--- config.mk ---
export PLATFORM = sky130hd
export DESIGN_NAME = char_lcd_command_sequencer_unit
export DESIGN_NICKNAME = d
export VERILOG_FILES = /design/src/clcd_pkg.sv /design/src/clcd_front.sv /design/src/clcd_queue.sv /design/src/clcd_back.sv /design/src/char_lcd_command_sequencer_unit.sv
export SDC_FILE = /design/constraint.sdc
export NUM_CORES = 1
export LEC_CHECK = 0
export BUFFER_PORTS_ARGS = -buffer_cell sky130_fd_sc_hd__buf_4
export CAP_MARGIN = 20
export CORE_UTILIZATION = 63
export CTS_BUF_LIST = sky130_fd_sc_hd__clkbuf_16
export CTS_CLUSTER_DIAMETER = 200
export DETAILED_ROUTE_END_ITERATION = 8
export MAX_ROUTING_LAYER = met4
export PLACE_DENSITY = 0.89
export REMOVE_ABC_BUFFERS = 1
export SKIP_LAST_GASP = 1
export SYNTH_ARGS = -nofsm -noshare
export SYNTH_HDL_FRONTEND = slang
export SYNTH_SLANG_ARGS = --single-unit
--- constraint.sdc ---
create_clock -name aclk -period 6.3 [get_ports aclk]
set_input_delay 0 -clock aclk [delete_from_list [all_inputs] [get_ports aclk]]
set_output_delay 0 -clock aclk [all_outputs]
set_load 0.05 [all_outputs]
--- src/clcd_pkg.sv ---
// Shared types and constants of the character LCD command sequencer.
// Used by the front, queue and back modules; depends on nothing.
package clcd_pkg;

    // Request types carried in s_tuser
    localparam logic [3:0] REQ_CHAR      = 4'd0;
    localparam logic [3:0] REQ_RAW       = 4'd1;
    localparam logic [3:0] REQ_POSITION  = 4'd2;
    localparam logic [3:0] REQ_HOME      = 4'd3;
    localparam logic [3:0] REQ_CLEAR     = 4'd4;
    localparam logic [3:0] REQ_DISPLAY   = 4'd5;
    localparam logic [3:0] REQ_CURSOR    = 4'd6;
    localparam logic [3:0] REQ_BLINK     = 4'd7;
    localparam logic [3:0] REQ_GLYPH_ADR = 4'd8;
    localparam logic [3:0] REQ_GLYPH_ROW = 4'd9;
    localparam logic [3:0] REQ_INIT      = 4'd10;

    // Configuration register indexes
    localparam int CFG_INDEX_W = 2;
    localparam int CFG_DATA_W  = 5;
    localparam logic [CFG_INDEX_W-1:0] REG_ROW_COUNT    = 2'd0;
    localparam logic [CFG_INDEX_W-1:0] REG_COLUMN_COUNT = 2'd1;
    localparam logic [CFG_INDEX_W-1:0] REG_NIBBLE_BUS   = 2'd2;

    // Settle codes
    localparam logic [1:0] SETTLE_NONE = 2'd0;
    localparam logic [1:0] SETTLE_2MS  = 2'd1;
    localparam logic [1:0] SETTLE_7MS  = 2'd2;
    localparam logic [1:0] SETTLE_35MS = 2'd3;

    // Controller commands
    localparam logic [7:0] CMD_CLEAR      = 8'h01;
    localparam logic [7:0] CMD_HOME       = 8'h02;
    localparam logic [7:0] CMD_ENTRY_MODE = 8'h06;
    localparam logic [7:0] CMD_CONTROL    = 8'h08;
    localparam logic [7:0] CMD_SHIFT      = 8'h14;
    localparam logic [7:0] CMD_FUNC_4BIT  = 8'h20;
    localparam logic [7:0] CMD_FUNC_8BIT  = 8'h30;
    localparam logic [7:0] FUNC_TWO_LINE  = 8'h08;
    localparam logic [7:0] CMD_CGRAM_ADR  = 8'h40;
    localparam logic [7:0] CMD_DDRAM_ADR  = 8'h80;
    localparam logic [7:0] NIBBLE_WAKE    = 8'h03;
    localparam logic [7:0] NIBBLE_4BIT    = 8'h02;

    // Display control bits
    localparam logic [2:0] CTRL_DISPLAY = 3'b100;
    localparam logic [2:0] CTRL_CURSOR  = 3'b010;
    localparam logic [2:0] CTRL_BLINK   = 3'b001;

    // Geometry limits and reset values
    localparam logic [2:0] ROWS_MAX      = 3'd4;
    localparam logic [4:0] COLS_MAX      = 5'd20;
    localparam logic [2:0] ROWS_RESET    = 3'd2;
    localparam logic [4:0] COLS_RESET    = 5'd16;

    // Job kinds passed from front to back
    localparam logic [2:0] KIND_SINGLE = 3'd0;
    localparam logic [2:0] KIND_CHAR   = 3'd1;
    localparam logic [2:0] KIND_CLEAR  = 3'd2;
    localparam logic [2:0] KIND_INIT   = 3'd3;
    localparam logic [2:0] KIND_REJECT = 3'd4;

    // One classified request
    typedef struct packed {
        logic [2:0] kind;
        logic       rs;        // register select of the first byte
        logic [7:0] byte0;     // first byte, or first control command of init
        logic [1:0] settle0;   // settle code of the first byte
        logic [7:0] byte1;     // wrap address, or second control command of init
        logic       wrap;      // character request moves to the next row
        logic       nibble;    // 4-bit bus transfers
        logic       multirow;  // more than one row in use
    } clcd_job_t;

    // DDRAM start address of each row
    function automatic logic [7:0] row_base(input logic [1:0] row);
        logic [7:0] base;
        case (row)
            2'd0:    base = 8'h00;
            2'd1:    base = 8'h40;
            2'd2:    base = 8'h14;
            2'd3:    base = 8'h54;
            default: base = 8'h00;
        endcase
        return base;
    endfunction

endpackage

--- src/clcd_front.sv ---
// Front end: configuration registers, request intake, cursor tracking and
// classification of each request into one job. Depends on clcd_pkg.
module clcd_front (
    input  logic                            aclk,
    input  logic                            aresetn,
    input  logic                            cfg_wr_en,
    input  logic [clcd_pkg::CFG_INDEX_W-1:0] cfg_wr_index,
    input  logic [clcd_pkg::CFG_DATA_W-1:0]  cfg_wr_data,
    input  logic                            s_tvalid,
    output logic                            s_tready,
    input  logic [23:0]                     s_tdata,
    input  logic [3:0]                      s_tuser,
    output logic                            job_push,
    output clcd_pkg::clcd_job_t             job_data,
    input  logic                            job_ready
);
    import clcd_pkg::*;

    logic [2:0] row_count_reg;
    logic [4:0] column_count_reg;
    logic       nibble_bus_reg;
    logic [4:0] cursor_column_reg, cursor_column_next;
    logic [1:0] cursor_row_reg, cursor_row_next;
    logic [2:0] ctrl_bits_reg, ctrl_bits_next;

    logic [7:0] byte_value;
    logic [4:0] target_column;
    logic [2:0] target_row;
    logic       switch_on;
    logic [2:0] glyph_slot;

    logic [4:0] eff_cols;
    logic [2:0] eff_rows;
    logic       accept;
    logic       job_ok;
    logic [4:0] col_inc;
    logic       col_wrap;
    logic [1:0] row_inc;
    logic [1:0] row_wrapped;
    logic       pos_reject;
    logic [2:0] ctrl_bit;
    logic [2:0] ctrl_set;
    logic [2:0] init_ctrl1;
    logic [2:0] init_ctrl2;

    // Unpack the request
    assign byte_value    = s_tdata[7:0];
    assign target_column = s_tdata[12:8];
    assign target_row    = s_tdata[15:13];
    assign switch_on     = s_tdata[16];
    assign glyph_slot    = s_tdata[19:17];

    // Clamp geometry to the supported range
    assign eff_cols = (column_count_reg == 5'd0) ? 5'd1 :
                      (column_count_reg > COLS_MAX) ? COLS_MAX : column_count_reg;
    assign eff_rows = (row_count_reg == 3'd0) ? 3'd1 :
                      (row_count_reg > ROWS_MAX) ? ROWS_MAX : row_count_reg;

    assign s_tready = job_ready;
    assign accept   = s_tvalid && s_tready;
    assign job_push = accept && job_ok;

    // Cursor advance with row wrap
    assign col_inc     = cursor_column_reg + 5'd1;
    assign col_wrap    = (col_inc >= eff_cols);
    assign row_inc     = cursor_row_reg + 2'd1;
    assign row_wrapped = ({1'b0, row_inc} >= eff_rows) ? 2'd0 : row_inc;

    assign pos_reject = (target_column >= eff_cols) || (target_row >= eff_rows);

    // Control bit touched by display, cursor or blink requests
    always_comb begin
        case (s_tuser)
            REQ_DISPLAY: ctrl_bit = CTRL_DISPLAY;
            REQ_CURSOR:  ctrl_bit = CTRL_CURSOR;
            REQ_BLINK:   ctrl_bit = CTRL_BLINK;
            default:     ctrl_bit = 3'b000;
        endcase
    end
    assign ctrl_set   = switch_on ? (ctrl_bits_reg | ctrl_bit) : (ctrl_bits_reg & ~ctrl_bit);
    assign init_ctrl1 = ctrl_bits_reg | CTRL_DISPLAY;
    assign init_ctrl2 = init_ctrl1 & ~CTRL_CURSOR;

    // Classify the request and work out the cursor it leaves
    always_comb begin
        job_ok             = 1'b1;
        job_data.kind      = KIND_SINGLE;
        job_data.rs        = 1'b0;
        job_data.byte0     = 8'h00;
        job_data.settle0   = SETTLE_2MS;
        job_data.byte1     = 8'h00;
        job_data.wrap      = 1'b0;
        job_data.nibble    = nibble_bus_reg;
        job_data.multirow  = (eff_rows > 3'd1);
        cursor_column_next = cursor_column_reg;
        cursor_row_next    = cursor_row_reg;
        ctrl_bits_next     = ctrl_bits_reg;
        case (s_tuser)
            REQ_CHAR: begin
                job_data.kind    = KIND_CHAR;
                job_data.rs      = 1'b1;
                job_data.byte0   = byte_value;
                job_data.settle0 = SETTLE_NONE;
                job_data.wrap    = col_wrap;
                job_data.byte1   = CMD_DDRAM_ADR | row_base(row_wrapped);
                if (col_wrap) begin
                    cursor_column_next = 5'd0;
                    cursor_row_next    = row_wrapped;
                end else begin
                    cursor_column_next = col_inc;
                end
            end
            REQ_RAW: begin
                job_data.byte0 = byte_value;
            end
            REQ_POSITION: begin
                if (pos_reject) begin
                    job_data.kind = KIND_REJECT;
                end else begin
                    job_data.byte0 = CMD_DDRAM_ADR |
                                     (row_base(target_row[1:0]) + {3'b000, target_column});
                    cursor_column_next = target_column;
                    cursor_row_next    = target_row[1:0];
                end
            end
            REQ_HOME: begin
                job_data.byte0     = CMD_HOME;
                job_data.settle0   = SETTLE_7MS;
                cursor_column_next = 5'd0;
                cursor_row_next    = 2'd0;
            end
            REQ_CLEAR: begin
                job_data.kind      = KIND_CLEAR;
                cursor_column_next = 5'd0;
                cursor_row_next    = 2'd0;
            end
            REQ_DISPLAY, REQ_CURSOR, REQ_BLINK: begin
                job_data.byte0 = CMD_CONTROL | {5'b00000, ctrl_set};
                ctrl_bits_next = ctrl_set;
            end
            REQ_GLYPH_ADR: begin
                job_data.byte0 = CMD_CGRAM_ADR | {2'b00, glyph_slot, 3'b000};
            end
            REQ_GLYPH_ROW: begin
                job_data.rs      = 1'b1;
                job_data.byte0   = byte_value;
                job_data.settle0 = SETTLE_NONE;
            end
            REQ_INIT: begin
                job_data.kind      = KIND_INIT;
                job_data.byte0     = CMD_CONTROL | {5'b00000, init_ctrl1};
                job_data.byte1     = CMD_CONTROL | {5'b00000, init_ctrl2};
                ctrl_bits_next     = CTRL_DISPLAY;
                cursor_column_next = 5'd0;
                cursor_row_next    = 2'd0;
            end
            default: begin
                job_ok = 1'b0;
            end
        endcase
    end

    // Configuration writes
    always_ff @(posedge aclk) begin
        if (!aresetn) begin
            row_count_reg    <= ROWS_RESET;
            column_count_reg <= COLS_RESET;
            nibble_bus_reg   <= 1'b0;
        end else if (cfg_wr_en) begin
            case (cfg_wr_index)
                REG_ROW_COUNT:    row_count_reg    <= cfg_wr_data[2:0];
                REG_COLUMN_COUNT: column_count_reg <= cfg_wr_data[4:0];
                REG_NIBBLE_BUS:   nibble_bus_reg   <= cfg_wr_data[0];
                default: ;
            endcase
        end
    end

    // Cursor and control bits advance on each accepted transfer
    always_ff @(posedge aclk) begin
        if (!aresetn) begin
            cursor_column_reg <= 5'd0;
            cursor_row_reg    <= 2'd0;
            ctrl_bits_reg     <= 3'b000;
        end else if (accept) begin
            cursor_column_reg <= cursor_column_next;
            cursor_row_reg    <= cursor_row_next;
            ctrl_bits_reg     <= ctrl_bits_next;
        end
    end

endmodule

--- src/clcd_queue.sv ---
// Short job queue between the front and the back end.
// Register-array FIFO of clcd_job_t entries; depends on clcd_pkg.
module clcd_queue #(
    parameter int DEPTH = 4
) (
    input  logic                aclk,
    input  logic                aresetn,
    input  logic                push,
    input  clcd_pkg::clcd_job_t push_data,
    output logic                push_ready,
    input  logic                pop,
    output logic                pop_valid,
    output clcd_pkg::clcd_job_t pop_data
);
    import clcd_pkg::*;

    localparam int PTR_W = (DEPTH > 1) ? $clog2(DEPTH) : 1;
    localparam int CNT_W = $clog2(DEPTH + 1);
    localparam logic [PTR_W-1:0] PTR_LAST = PTR_W'(DEPTH - 1);
    localparam logic [CNT_W-1:0] CNT_FULL = CNT_W'(DEPTH);

    clcd_job_t        entry_reg [DEPTH];
    logic [PTR_W-1:0] wr_ptr_reg, wr_ptr_next;
    logic [PTR_W-1:0] rd_ptr_reg, rd_ptr_next;
    logic [CNT_W-1:0] count_reg, count_next;
    logic             do_push;
    logic             do_pop;

    assign push_ready = (count_reg != CNT_FULL);
    assign pop_valid  = (count_reg != '0);
    assign pop_data   = entry_reg[rd_ptr_reg];
    assign do_push    = push && push_ready;
    assign do_pop     = pop && pop_valid;

    // Advance pointers and occupancy
    always_comb begin
        wr_ptr_next = wr_ptr_reg;
        rd_ptr_next = rd_ptr_reg;
        count_next  = count_reg;
        if (do_push) begin
            wr_ptr_next = (wr_ptr_reg == PTR_LAST) ? '0 : wr_ptr_reg + PTR_W'(1);
        end
        if (do_pop) begin
            rd_ptr_next = (rd_ptr_reg == PTR_LAST) ? '0 : rd_ptr_reg + PTR_W'(1);
        end
        if (do_push && !do_pop) begin
            count_next = count_reg + CNT_W'(1);
        end else if (do_pop && !do_push) begin
            count_next = count_reg - CNT_W'(1);
        end
    end

    always_ff @(posedge aclk) begin
        if (!aresetn) begin
            wr_ptr_reg <= '0;
            rd_ptr_reg <= '0;
            count_reg  <= '0;
        end else begin
            wr_ptr_reg <= wr_ptr_next;
            rd_ptr_reg <= rd_ptr_next;
            count_reg  <= count_next;
        end
    end

    // Store the pushed job
    always_ff @(posedge aclk) begin
        if (do_push) begin
            entry_reg[wr_ptr_reg] <= push_data;
        end
    end

endmodule

--- src/clcd_back.sv ---
// Back end: steps through the bytes of one job, splits bytes into nibbles
// on a 4-bit bus and holds each transfer in an output register. Uses clcd_pkg.
module clcd_back (
    input  logic                aclk,
    input  logic                aresetn,
    input  logic                job_valid,
    input  clcd_pkg::clcd_job_t job_data,
    output logic                job_pop,
    output logic                m_tvalid,
    input  logic                m_tready,
    output logic [15:0]         m_tdata,
    output logic                m_tuser,
    output logic                m_tlast
);
    import clcd_pkg::*;

    // Init sequence steps
    localparam logic [3:0] INIT_WAKE0  = 4'd0;
    localparam logic [3:0] INIT_WAKE1  = 4'd1;
    localparam logic [3:0] INIT_WAKE2  = 4'd2;
    localparam logic [3:0] INIT_WAKE3  = 4'd3;
    localparam logic [3:0] INIT_FUNC   = 4'd4;
    localparam logic [3:0] INIT_CTRL1  = 4'd5;
    localparam logic [3:0] INIT_CTRL2  = 4'd6;
    localparam logic [3:0] INIT_CTRL3  = 4'd7;
    localparam logic [3:0] INIT_CLEAR  = 4'd8;
    localparam logic [3:0] INIT_HOME   = 4'd9;
    localparam logic [3:0] INIT_ENTRY  = 4'd10;
    localparam logic [3:0] INIT_SHIFT  = 4'd11;
    localparam logic [3:0] STEP_FIRST  = 4'd0;
    localparam logic [3:0] STEP_SECOND = 4'd1;

    clcd_job_t  job_reg;
    logic       job_valid_reg;
    logic [3:0] step_reg;
    logic       half_reg;

    logic       out_valid_reg;
    logic       out_rs_reg;
    logic [7:0] out_bus_reg;
    logic       out_strobe_reg;
    logic [1:0] out_settle_reg;
    logic       out_status_reg;
    logic       out_last_reg;

    logic       out_free;
    logic       advance;
    logic       cur_rs;
    logic [7:0] cur_byte;
    logic [1:0] cur_settle;
    logic       cur_single;
    logic       cur_reject;
    logic [3:0] last_step;
    logic [3:0] step_next;
    logic       two_nibbles;
    logic       step_done;
    logic       xfer_last;
    logic [7:0] xfer_value;
    logic [1:0] xfer_settle;

    assign out_free = !out_valid_reg || m_tready;
    assign advance  = job_valid_reg && out_free;

    // Byte of the current step
    always_comb begin
        cur_rs     = 1'b0;
        cur_byte   = job_reg.byte0;
        cur_settle = job_reg.settle0;
        cur_single = 1'b0;
        cur_reject = 1'b0;
        last_step  = STEP_FIRST;
        case (job_reg.kind)
            KIND_SINGLE: begin
                cur_rs = job_reg.rs;
            end
            KIND_CHAR: begin
                last_step = job_reg.wrap ? STEP_SECOND : STEP_FIRST;
                if (step_reg == STEP_FIRST) begin
                    cur_rs = job_reg.rs;
                end else begin
                    cur_byte   = job_reg.byte1;
                    cur_settle = SETTLE_2MS;
                end
            end
            KIND_CLEAR: begin
                last_step = STEP_SECOND;
                if (step_reg == STEP_FIRST) begin
                    cur_byte   = CMD_CLEAR;
                    cur_settle = SETTLE_2MS;
                end else begin
                    cur_byte   = CMD_HOME;
                    cur_settle = SETTLE_7MS;
                end
            end
            KIND_INIT: begin
                last_step  = INIT_SHIFT;
                cur_settle = SETTLE_2MS;
                case (step_reg)
                    INIT_WAKE0, INIT_WAKE1, INIT_WAKE2: begin
                        cur_byte   = job_reg.nibble ? NIBBLE_WAKE : CMD_FUNC_8BIT;
                        cur_settle = SETTLE_35MS;
                        cur_single = 1'b1;
                    end
                    INIT_WAKE3: begin
                        cur_byte   = NIBBLE_4BIT;
                        cur_settle = SETTLE_35MS;
                        cur_single = 1'b1;
                    end
                    INIT_FUNC: begin
                        cur_byte   = (job_reg.nibble ? CMD_FUNC_4BIT : CMD_FUNC_8BIT)
                                     | FUNC_TWO_LINE;
                        cur_settle = SETTLE_35MS;
                    end
                    INIT_CTRL1: cur_byte = job_reg.byte0;
                    INIT_CTRL2: cur_byte = job_reg.byte1;
                    INIT_CTRL3: cur_byte = CMD_CONTROL | {5'b00000, CTRL_DISPLAY};
                    INIT_CLEAR: cur_byte = CMD_CLEAR;
                    INIT_HOME: begin
                        cur_byte   = CMD_HOME;
                        cur_settle = SETTLE_7MS;
                    end
                    INIT_ENTRY: cur_byte = CMD_ENTRY_MODE;
                    INIT_SHIFT: cur_byte = CMD_SHIFT;
                    default:    cur_byte = CMD_SHIFT;
                endcase
            end
            KIND_REJECT: begin
                cur_byte   = 8'h00;
                cur_settle = SETTLE_NONE;
                cur_single = 1'b1;
                cur_reject = 1'b1;
            end
            default: begin
                cur_single = 1'b1;
            end
        endcase
    end

    // Next step, skipping the fourth wake nibble on an 8-bit bus and the
    // function set on a one-row display
    always_comb begin
        step_next = step_reg + 4'd1;
        if (job_reg.kind == KIND_INIT) begin
            if (step_next == INIT_WAKE3 && !job_reg.nibble) begin
                step_next = INIT_FUNC;
            end
            if (step_next == INIT_FUNC && !job_reg.multirow) begin
                step_next = INIT_CTRL1;
            end
        end
    end

    // Split into nibbles, high first; only the low nibble waits
    assign two_nibbles = job_reg.nibble && !cur_single;
    assign step_done   = !two_nibbles || half_reg;
    assign xfer_last   = step_done && (step_reg == last_step);
    assign xfer_value  = !two_nibbles ? cur_byte :
                         half_reg ? {4'h0, cur_byte[3:0]} : {4'h0, cur_byte[7:4]};
    assign xfer_settle = (two_nibbles && !half_reg) ? SETTLE_NONE : cur_settle;

    assign job_pop = job_valid && (!job_valid_reg || (advance && xfer_last));

    // Load the next job or advance through the current one
    always_ff @(posedge aclk) begin
        if (!aresetn) begin
            job_valid_reg <= 1'b0;
            step_reg      <= STEP_FIRST;
            half_reg      <= 1'b0;
        end else if (job_pop) begin
            job_valid_reg <= 1'b1;
            step_reg      <= STEP_FIRST;
            half_reg      <= 1'b0;
        end else if (advance) begin
            if (xfer_last) begin
                job_valid_reg <= 1'b0;
            end else if (step_done) begin
                step_reg <= step_next;
                half_reg <= 1'b0;
            end else begin
                half_reg <= 1'b1;
            end
        end
    end

    always_ff @(posedge aclk) begin
        if (job_pop) begin
            job_reg <= job_data;
        end
    end

    // Output register: hold while stalled, drop once taken
    always_ff @(posedge aclk) begin
        if (!aresetn) begin
            out_valid_reg <= 1'b0;
        end else if (advance) begin
            out_valid_reg <= 1'b1;
        end else if (m_tready) begin
            out_valid_reg <= 1'b0;
        end
    end

    always_ff @(posedge aclk) begin
        if (advance) begin
            out_rs_reg     <= cur_rs;
            out_bus_reg    <= xfer_value;
            out_strobe_reg <= !cur_reject;
            out_settle_reg <= xfer_settle;
            out_status_reg <= cur_reject;
            out_last_reg   <= xfer_last;
        end
    end

    assign m_tvalid = out_valid_reg;
    assign m_tuser  = out_rs_reg;
    assign m_tlast  = out_last_reg;
    assign m_tdata  = {4'h0, out_status_reg, out_settle_reg, out_strobe_reg, out_bus_reg};

endmodule

--- src/char_lcd_command_sequencer_unit.sv ---
// Top level of the character LCD command sequencer.
// Instantiates clcd_front, clcd_queue and clcd_back; uses clcd_pkg.
//
//  Channel  Direction  Accept when          Carries
//  s_       in         s_tvalid & s_tready  one display request
//  m_       out        m_tvalid & m_tready  one strobe transfer to the display
//  cfg_     in         cfg_wr_en            row count, column count, bus width
//
// The front accepts one request per cycle while the job queue has room.
// The back sequencer emits one transfer per cycle while m_tready is high, and a
// request takes 1 to 20 transfers (up to 20 for init on a 4-bit bus).
// Reset clears the cursor, the control bits, the queue and the output
// register and loads the default geometry (2 rows, 16 columns, 8-bit bus).
// m_tready low holds the output transfer; a full queue drops s_tready.
module char_lcd_command_sequencer_unit #(
    parameter int QUEUE_DEPTH = 4
) (
    input  logic                             aclk,
    input  logic                             aresetn,
    input  logic                             cfg_wr_en,
    input  logic [clcd_pkg::CFG_INDEX_W-1:0] cfg_wr_index,
    input  logic [clcd_pkg::CFG_DATA_W-1:0]  cfg_wr_data,
    input  logic                             s_tvalid,
    output logic                             s_tready,
    // byte_value[7:0], target_column[12:8], target_row[15:13],
    // switch_on[16], glyph_slot[19:17], zero[23:20]
    input  logic [23:0]                      s_tdata,
    // req_type[3:0]
    input  logic [3:0]                       s_tuser,
    output logic                             m_tvalid,
    input  logic                             m_tready,
    // bus_value[7:0], strobe_valid[8], settle_code[10:9], status[11], zero[15:12]
    output logic [15:0]                      m_tdata,
    // register_select[0]
    output logic                             m_tuser,
    output logic                             m_tlast
);
    import clcd_pkg::*;

    logic      job_push;
    clcd_job_t job_in;
    logic      job_ready;
    logic      job_pop;
    logic      job_valid;
    clcd_job_t job_out;

    // Classify requests
    clcd_front u_front (
        .aclk         (aclk),
        .aresetn      (aresetn),
        .cfg_wr_en    (cfg_wr_en),
        .cfg_wr_index (cfg_wr_index),
        .cfg_wr_data  (cfg_wr_data),
        .s_tvalid     (s_tvalid),
        .s_tready     (s_tready),
        .s_tdata      (s_tdata),
        .s_tuser      (s_tuser),
        .job_push     (job_push),
        .job_data     (job_in),
        .job_ready    (job_ready)
    );

    // Decouple front and back
    clcd_queue #(
        .DEPTH (QUEUE_DEPTH)
    ) u_queue (
        .aclk       (aclk),
        .aresetn    (aresetn),
        .push       (job_push),
        .push_data  (job_in),
        .push_ready (job_ready),
        .pop        (job_pop),
        .pop_valid  (job_valid),
        .pop_data   (job_out)
    );

    // Expand jobs into bus transfers
    clcd_back u_back (
        .aclk      (aclk),
        .aresetn   (aresetn),
        .job_valid (job_valid),
        .job_data  (job_out),
        .job_pop   (job_pop),
        .m_tvalid  (m_tvalid),
        .m_tready  (m_tready),
        .m_tdata   (m_tdata),
        .m_tuser   (m_tuser),
        .m_tlast   (m_tlast)
    );

endmodule

# Word-level counts from Yosys, hierarchy flattened
# Memory sizes are Yosys's and may differ from the RTL's. A register that Yosys moved wholly into a read port is not among the register bits.
# Index checks and enable logic that the tools add are counted.
# Widths: inputs -> output; s select.
# classes
addsub	8
multipliers	0
div_mod_pow	0
magnitude_cmp	7
n_eq_ne	40
shifts	0
mux	62
bitwise	5
n_reduce_logical	63
# op_table
op	n
$pmux 8 s8	1
$pmux 7 s4	2
$pmux 8 s6	1
$eq 4x3->1 const B	9
$pmux 8 s4	1
$mux 5	5
$eq 4x4->1 const B	6
$mux 8	3
$eq 4x2->1 const B	5
$mux 4	5
$mux 3	6
$mux 2	8
$pmux 8 s2	1
$mux 1	15
$pmux 5 s3	1
$reduce_or 3->1	5
$eq 2x2->1 const B	7
$logic_and 1x1->1	14
$mux 7	2
$pmux 3 s4	1
$pmux 4 s3	1
$reduce_and 2->1	6
$reduce_or 11->1	1
$ge 5x5->1	2
other kinds (44)	77
# word_totals
ff_bits	47
latchBits	0
ram_bits	100
rom_bits	0
input_bits	40
out_inout_bits	20
elab_cells	205
n_memories	1
# mem_list
name	words	width	rd	rd_clocked_by_memory_dff	wr	line	text
u_queue.entry_reg	4	25	1	1	1	clcd_queue.sv:22	clcd_job_t entry_reg [DEPTH];

# Depth between registers and ports, before layout
# Gate-level depths: netlist of run 1.
# depth
ltp_word	16
ltp_mapped	13
depth_no_buf	12

# Hierarchy
# Synthesis of run 1 repeated with hierarchy kept, for this count alone.
# unflattened
hier_cells	657
area_unflattened_um2	8480.6
# modules_own_cells
mod	instances	cells_per_inst	area_each_um2	seq_area_each_um2
clcd_queue	1	182	4090.2	3183.1
clcd_back	1	223	2477.4	1311.3
clcd_front	1	252	1913.1	380.4

# Least setup slack after synthesis of run 1
# No wires, ideal clock.
# synth_timing
kind	reg2reg
startpoint	register u_back.step_reg[0]
endpoint	register u_queue.count_reg[2]
setup_ps	76
arrival_ps	2790
required_time_ps	6224
path_slack_ps	3434
stages_incl_launch_ff	14
n_path_buf	1
period_less_slack_ps	2866
cell_sequence	dfxtp_1 > inv_1 > ha_1 > nor4_2 > o31a_1 > buf_6 > o41ai_4 > nand2b_2 > ha_1 > inv_1 > fa_1 > xor2_1 > or3_1 > a21boi_0
# synth_via
elab_chain_cells	16
word_cells_on_any_way	22
classes_between	4 x eq/ne; 3 x mux; 15 x reduce/logical
# synth_rtl
item	line	text
from (decl)	clcd_back.sv:35	logic [3:0] step_reg;
from (signal assigned)	clcd_back.sv:177	step_reg <= step_next;
$eq 4x1->1 (tied with other cells)	clcd_back.sv:98	case (step_reg)
$reduce_or 4->1 (no source line)	-	
$mux 1	clcd_back.sv:98	
$pmux 1 s2	clcd_back.sv:72	case (job_reg.kind)
$logic_not 1->1	clcd_back.sv:154	assign two_nibbles = job_reg.nibble && !cur_single;
$logic_and 1x1->1	clcd_back.sv:154	
$logic_not 1->1	clcd_back.sv:155	assign step_done = !two_nibbles || half_reg;
$logic_or 1x1->1	clcd_back.sv:155	
$logic_and 1x1->1 *	clcd_back.sv:156	assign xfer_last = step_done && (step_reg == last_step);
$logic_and 1x1->1 *	clcd_back.sv:161	assign job_pop = job_valid && (!job_valid_reg || (advance && xfer_last));
$logic_or 1x1->1 *	clcd_back.sv:161	
$logic_and 1x1->1 *	clcd_back.sv:161	
$logic_and 1x1->1 *	clcd_queue.sv:33	assign do_pop = pop && pop_valid;
$logic_not 1->1	clcd_queue.sv:46	if (do_push && !do_pop) begin
$logic_and 1x1->1	clcd_queue.sv:46	
$mux 3 / $reduce_bool 2->1 (equally long branches)	-	
to (signal assigned)	clcd_queue.sv:61	count_reg <= count_next;
to (decl)	clcd_queue.sv:25	logic [CNT_W-1:0] count_reg, count_next;
# Every way passes the cells marked *; elsewhere a longest branch is shown, timed or not.
# A chain may end at the register's enable or synchronous reset.

# Worst setup path after layout of run 1
# Ends and elaborated chain as after synthesis.

==> flow_summary.toml, run 1 <==
[die]
coreArea_sq_um = 12100
die_h_um = 114
start_util_pct = 65.1
die_area_sq_um = 13000
chipWidth_um = 114
io_pins = 60
core.rowCount = 40

[global_routing]
grt-ovfl-total = 0
grt_max_degree = 35
grt_pass1_wl_um = 27200
grt_use_total_pct = 29.3
grt_pass1_vias = 5368
antenna_found_initial = 0

[clocking]
clock_sinks = 162
cts.path.max_buffers = 2
cts_max_level = 4
cts.clk_slew.worst_paths_ns = 0.06
cts_tree = "yes"
postCtsSetupBuffers = 0
clock-root-buffer = "clkbuf_16"
cts_buffers = 17
clk_latency_ns = 0.43

[drt]
drt_iter0_drc = 621
viasPerCell = 6.39
firstDrtPassIters = 5
ant_nets = 0
num_vias = 5448
avgRoutedWirePerCell_um = 20.5
drcViolationCount = 0
postRouteWirelength_um = 17500

[placement]
placedCellCount = 799
globalplace.congestion = 0.914
port_buffers = 51
hpwlAfterDp_um = 11700

[worst_setup_path]
r2r-start = "u_back.step_reg[0]"
critPathArrivalTime_ns = 3.98
cp-end-kind = "flip-flop"
crit_type = "reg -> reg"
start_kind = "flip-flop"
required_ns = 6.65
r2r_setup_slack_ns = 2.67
rr_endpoint = "u_queue.count_reg[2]"
cp_max_fo = 12
reg2reg_depth = 12
critPathLaunch = "u_back.step_reg[0]"

[synthesis]
synth_top_cell_area_share_pct = 49.1
syn_area_per_cell_sq_um = 13.0
synth_cell_types = 72
synth_seq_cells = 162
async_flop_share_pct = 0
syn_area_sq_um = 7890
yosysWarnings = 0
ys_top_cells_by_area = "edfxtp_1 49%, dfxtp_1 8.4%, mux4_2 6.6%"
synth_seq_area_share_pct = 57.5
synth_edf_count = 129
synthCells = 609
ys.flop_type = "edfxtp_1"
yosysTopAreaCell = "edfxtp_1"

[sta]
max_clock_freq_ghz = 0.275
setup_tns_ns = 0
slew_viol_final = 0
grt_setup_unrepaired = "false"
fin_crit_ns = 3.63
slew_headroom_pct = 45.4
worst_pin_slew_ns = 0.812
skew_ns = 0.0136
fin_crit_sh_pct = 57.7
hold_viol = 0
setup_viol = 0

[run]
maxCapViolations = 0

[final_layout]
fin_nets = 743
antenna_cells = 0
drive_above_1_share_pct = 18.6
largest_reg_flops = 92
synthToLayoutAreaGrowth_pct = 17.1
finalNonFillerCells = 852

[min_path]
worstHoldStart = "cfg_wr_index[1]"
min_to = "u_front.row_count_reg[2]"
hold_path_depth = 4
hold_path.class = "in -> reg"

[outcome]
status = "finished, final reports clean"

[power_and_ir_drop]
vdd_ir_drop_max_mv = 0.187
p_leak_nw = 3.42
powerDensity_nw_per_um2 = 406
cell usage after synthesis (4+ instances only):
master / n
edfxtp_1: 129
nand2_1: 44
nor2_1: 36
dfxtp_1: 33
ha_1: 30
a21oi_1: 28
inv_1: 26
mux4_2: 23
o21ai_0: 22
nor2b_1: 21
mux2i_1: 19
clkbuf_1: 15
buf_2: 11
nor3_1: 11
and2_1: 10
a211oi_1: 9
a21o_1: 8
a32oi_1: 7
buf_4: 7
nand2b_1: 7
nand3_1: 7
xnor2_1: 7
o311ai_0: 6
a31oi_1: 5
nor3b_1: 5
o21bai_1: 5
a311oi_1: 4
and3_1: 4
final cells by class:
cell class                 instances  area, sq um
tap                              168          210
multi-input combinational        389         3090
inverter                          27          101
timing repair buffer              75          688
clock buffer                      17          425
sequential                       162         4530
fill                             729         2870
clock inverter                    14          189
metrics by stage:
step	total power [mW]	worst slack (ns)	hold WS, ns	utilization, %	cell area (sq um)
3_5_place_dp	2.66	2.74	0.248	68.8	8330
5_1_grt	3.90	2.46	0.0353	76.3	9240
2_1_floorplan	2.32	3.23	0.0619	-	7730
4_1_cts	3.73	2.68	0.000414	75.2	9110
6_report	3.75	2.67	0.0000866	76.3	9240
3_3_place_gp	2.60	2.86	0.233	68.8	8330
cell usage in the layout (no fill, tap or decap), types with 8 or more instances in the layout:
cell	count
a211oi_1	9
a21o_1	8
a21oi_1	28
and2_1	10
buf_4	53
clkbuf_16	17
dfxtp_1	33
dlygate4sd3_1	16
edfxtp_1	129
ha_1	30
inv_1	28
mux2i_1	19
mux4_2	23
nand2_1	44
nor2_1	36
nor2b_1	21
nor3_1	11
o21ai_0	22
how the worst max path moves through the flow:
stage	end	slack, ns	cells after the start
3_3_place_gp	u_queue.count_reg[2]	2.86	12
3_5_place_dp	u_queue.count_reg[2]	2.74	12
4_1_cts	u_queue.count_reg[2]	2.68	12
6_report	u_queue.count_reg[2]	2.67	12
5_1_grt	u_queue.count_reg[2]	2.46	12
2_1_floorplan	u_queue.count_reg[2]	3.23	12
critical path, stage by stage, from the launching register on:
cell,delay (ns)
dfxtp_1,0.53
inv_1,0.15
ha_1,0.37
nor4_2,0.45
o31a_1,0.50
o41ai_4,0.14
nand2b_2,0.10
ha_1,0.19
inv_1,0.06
fa_1,0.39
xor2_1,0.19
or3_1,0.31
a21boi_0,0.17
what timing repair did:
action | in CTS | in global routing
gates resized for setup | 0 | 0
endpoints found under the hold margin | 19 | 0
hold buffers | 16 | 0
where the power goes:
group	internal, mW	total [mW]	switching [mW]
clock	0.660	1.07	0.415
combinational	0.444	1.12	0.676
sequential	1.42	1.56	0.135
kinds of logic (layout without fill, tap and decap cells):
| logic type | after synthesis | after routing | synth area share, % |
|---|---|---|---|
| DFF | 162 | 162 | 57.5 |
| adders and majority gates | 31 | 31 | 5.01 |
| muxes | 43 | 43 | 9.15 |
| buffers and inverters | 61 | 133 | 3.50 |
| AOI/OAI and AO/OA | 136 | 136 | 12.5 |
| xor gates and xnor gates | 10 | 10 | 1.11 |
| other | 1 | 4 | 0.0475 |
| and+or+nand+nor | 165 | 165 | 11.2 |
per-layer routing:
metal | vias to the layer above | track usage [%] | part of all wire [%]
li1 | 2452 | - | -
met1 | 2663 | 33.1 | 38
met2 | 285 | 50.1 | 52
met3 | 48 | 5.63 | 6.7
met4 | 0 | 14.7 | 3.2
met5 | - | - | 0
Power figures use the tool's default switching activity.
==> run 2: changes to the inputs <==
--- a/config.mk
+++ b/config.mk
@@ -7,12 +7,12 @@
 export LEC_CHECK = 0
 export BUFFER_PORTS_ARGS = -buffer_cell sky130_fd_sc_hd__buf_4
 export CAP_MARGIN = 20
-export CORE_UTILIZATION = 63
+export CORE_UTILIZATION = 54
 export CTS_BUF_LIST = sky130_fd_sc_hd__clkbuf_16
 export CTS_CLUSTER_DIAMETER = 200
 export DETAILED_ROUTE_END_ITERATION = 8
 export MAX_ROUTING_LAYER = met4
-export PLACE_DENSITY = 0.89
+export PLACE_DENSITY = 0.82
 export REMOVE_ABC_BUFFERS = 1
 export SKIP_LAST_GASP = 1
 export SYNTH_ARGS = -nofsm -noshare
==> constraint.sdc (replaced) <==
create_clock -name aclk -period 3.15 [get_ports aclk]
set_input_delay 0 -clock aclk [delete_from_list [all_inputs] [get_ports aclk]]
set_output_delay 0 -clock aclk [all_outputs]
set_load 0.05 [all_outputs]
==> flow_summary.toml, run 2 (same netlist as run 1, synthesis figures left out) <==
[die]
start_util_pct = 56.2
io_pins = 60
die_area_sq_um = 15100
die_h_um = 123
coreArea_sq_um = 14000
chipWidth_um = 123
core.rowCount = 43

[global_routing]
grt_use_total_pct = 24.2
grt_max_degree = 35
grt-ovfl-total = 0
grt_pass1_vias = 4990
grt_pass1_wl_um = 25900
antenna_found_initial = 0

[outcome]
status = "finished, final reports clean"

[worst_setup_path]
crit_buf_inv = 2
crit_chain = "inv_1 -> ha_1 -> nor4_4 -> o31a_1 -> o41ai_4 -> nand2b_2 -> ha_1 -> inv_1 -> fa_1 -> xor2_1 -> or3_1 -> a21boi_0"
start_kind = "flip-flop"
required_ns = 3.48
cp-end-kind = "flip-flop"
crit_type = "reg -> reg"
cp_max_fo = 7
crit_slowest_cell = "dfxtp_1"
cp_slowest_stage_delay_ns = 0.41
critPathArrivalTime_ns = 3.26
critPathTopFamily = "adder cells"

[run]
maxCapViolations = 0

[sta]
layout_setup_ws_ns = 0.228
worst_pin_slew_ns = 0.751
slew_viol_final = 0
max_clock_freq_ghz = 0.342
grt_setup_unrepaired = "false"
whs_ns = 0.0173
setup_viol = 0
skew_ns = 0.0139
fin_crit_sh_pct = 92.8
setup_tns_ns = 0
hold_viol = 0
slew_headroom_pct = 49.6
fin_crit_ns = 2.92

[clocking]
clock_sinks = 162
clock-root-buffer = "clkbuf_16"
cts_max_level = 4
cts_tree = "yes"
postCtsSetupBuffers = 0
clk_latency_ns = 0.42
cts.clk_slew.worst_paths_ns = 0.06
cts.path.max_buffers = 2
cts_buffers = 17

[placement]
placedCellCount = 824
port_buffers = 51
globalplace.congestion = 0.917
hpwlAfterDp_um = 11300
dp_slack_ns = 0.115

[power_and_ir_drop]
powerDensity_nw_per_um2 = 788
p_int_mw = 4.84
p_leak_nw = 3.44
p_comb_share_pct = 31.6
seqPwrFrac_pct = 42.0
power_mw = 7.25
power.share.clock_pct = 26.5
vdd_ir_drop_max_mv = 0.329
power.switching_mw = 2.41
switching_share_pct = 33.2

[final_layout]
synthToLayoutAreaGrowth_pct = 16.6
layout_commonest_cell = "edfxtp_1"
antenna_cells = 0
fin_nets = 753
final_cell_mix = "129 x edfxtp_1, 66 x buf_4, 44 x nand2_1"
largest_reg_flops = 92
drive_above_1_share_pct = 19.6
finalNonFillerCells = 875

[drt]
firstDrtPassIters = 5
ant_nets = 0
viasPerCell = 6.09
num_vias = 5329
avgRoutedWirePerCell_um = 18.8
drt_iter0_drc = 394
postRouteWirelength_um = 16400
drcViolationCount = 0

[min_path]
hold_path.class = "in -> reg"
## run 2: cell count changes in the layout (fill, tap and decap cells not counted), sizes merged
cell,delta
buf,+8
inv,+6
bufinv,-4
clkbuf,+2
dlygate4sd3,+2
clkinvlp,-3
## run 2: stage by stage
stage / util, % / instance area [sq um]
5_1_grt: 65.5 / 9200
3_3_place_gp: 60.2 / 8450
3_5_place_dp: 60.2 / 8450
2_1_floorplan: - / 7730
4_1_cts: 65.4 / 9190
6_report: 65.5 / 9200
## run 2: power by group through the flow
stage | Sequential [mW] | Combinational [mW] | Clock (mW)
5_1_grt | 3.07 | 2.48 | 2.04
3_5_place_dp | 3.08 | 2.25 | 0
6_report | 3.04 | 2.29 | 1.92
3_3_place_gp | 3.06 | 2.21 | 0
2_1_floorplan | 3.44 | 1.21 | 0
4_1_cts | 3.04 | 2.28 | 1.94
## run 2: worst reg2reg max path: stages (launching register included)
cell and delay, ns:
dfxtp_1 0.41, inv_1 0.09, ha_1 0.29, nor4_4 0.32
o31a_1 0.26, o41ai_4 0.10, nand2b_2 0.10, ha_1 0.18
inv_1 0.06, fa_1 0.37, xor2_1 0.18, or3_1 0.31
a21boi_0 0.18
## run 2: cell type report
cell class,instances,area (sq um)
clock inverter,13,82.6
clock buffer,19,475
multi-input combinational,389,3100
fill,983,4840
sequential,162,4540
timing repair buffer,85,681
inverter,27,101
tap,180,225
## run 2: worst paths after layout
kind | end | slack [ns] | from | cells after the start
max | u_queue.count_reg[2] | 0.23 | u_back.step_reg[1] | 12
min | u_front.row_count_reg[2] | 0.02 | cfg_wr_index[1] | 4
max reg2reg | u_queue.count_reg[2] | 0.23 | u_back.step_reg[1] | 12
min reg2reg | u_front.cursor_row_reg[1] | 0.48 | u_front.cursor_row_reg[1] | 2
## run 2: routing by layer
layer | GRT usage (%) | part of all wire [%] | up-vias
met4 | 10.7 | 3.0 | 0
met5 | - | 0 | -
met2 | 40.0 | 50 | 230
li1 | - | - | 2477
met3 | 4.37 | 5.0 | 43
met1 | 29.0 | 42 | 2579
## run 2: what timing repair did
action | 4_1_cts | 5_1_grt
resized for setup | 0 | 2
hold buffers | 18 | 0
setup endpoints to repair | 0 | 1
hold endpoints to repair | 21 | 0
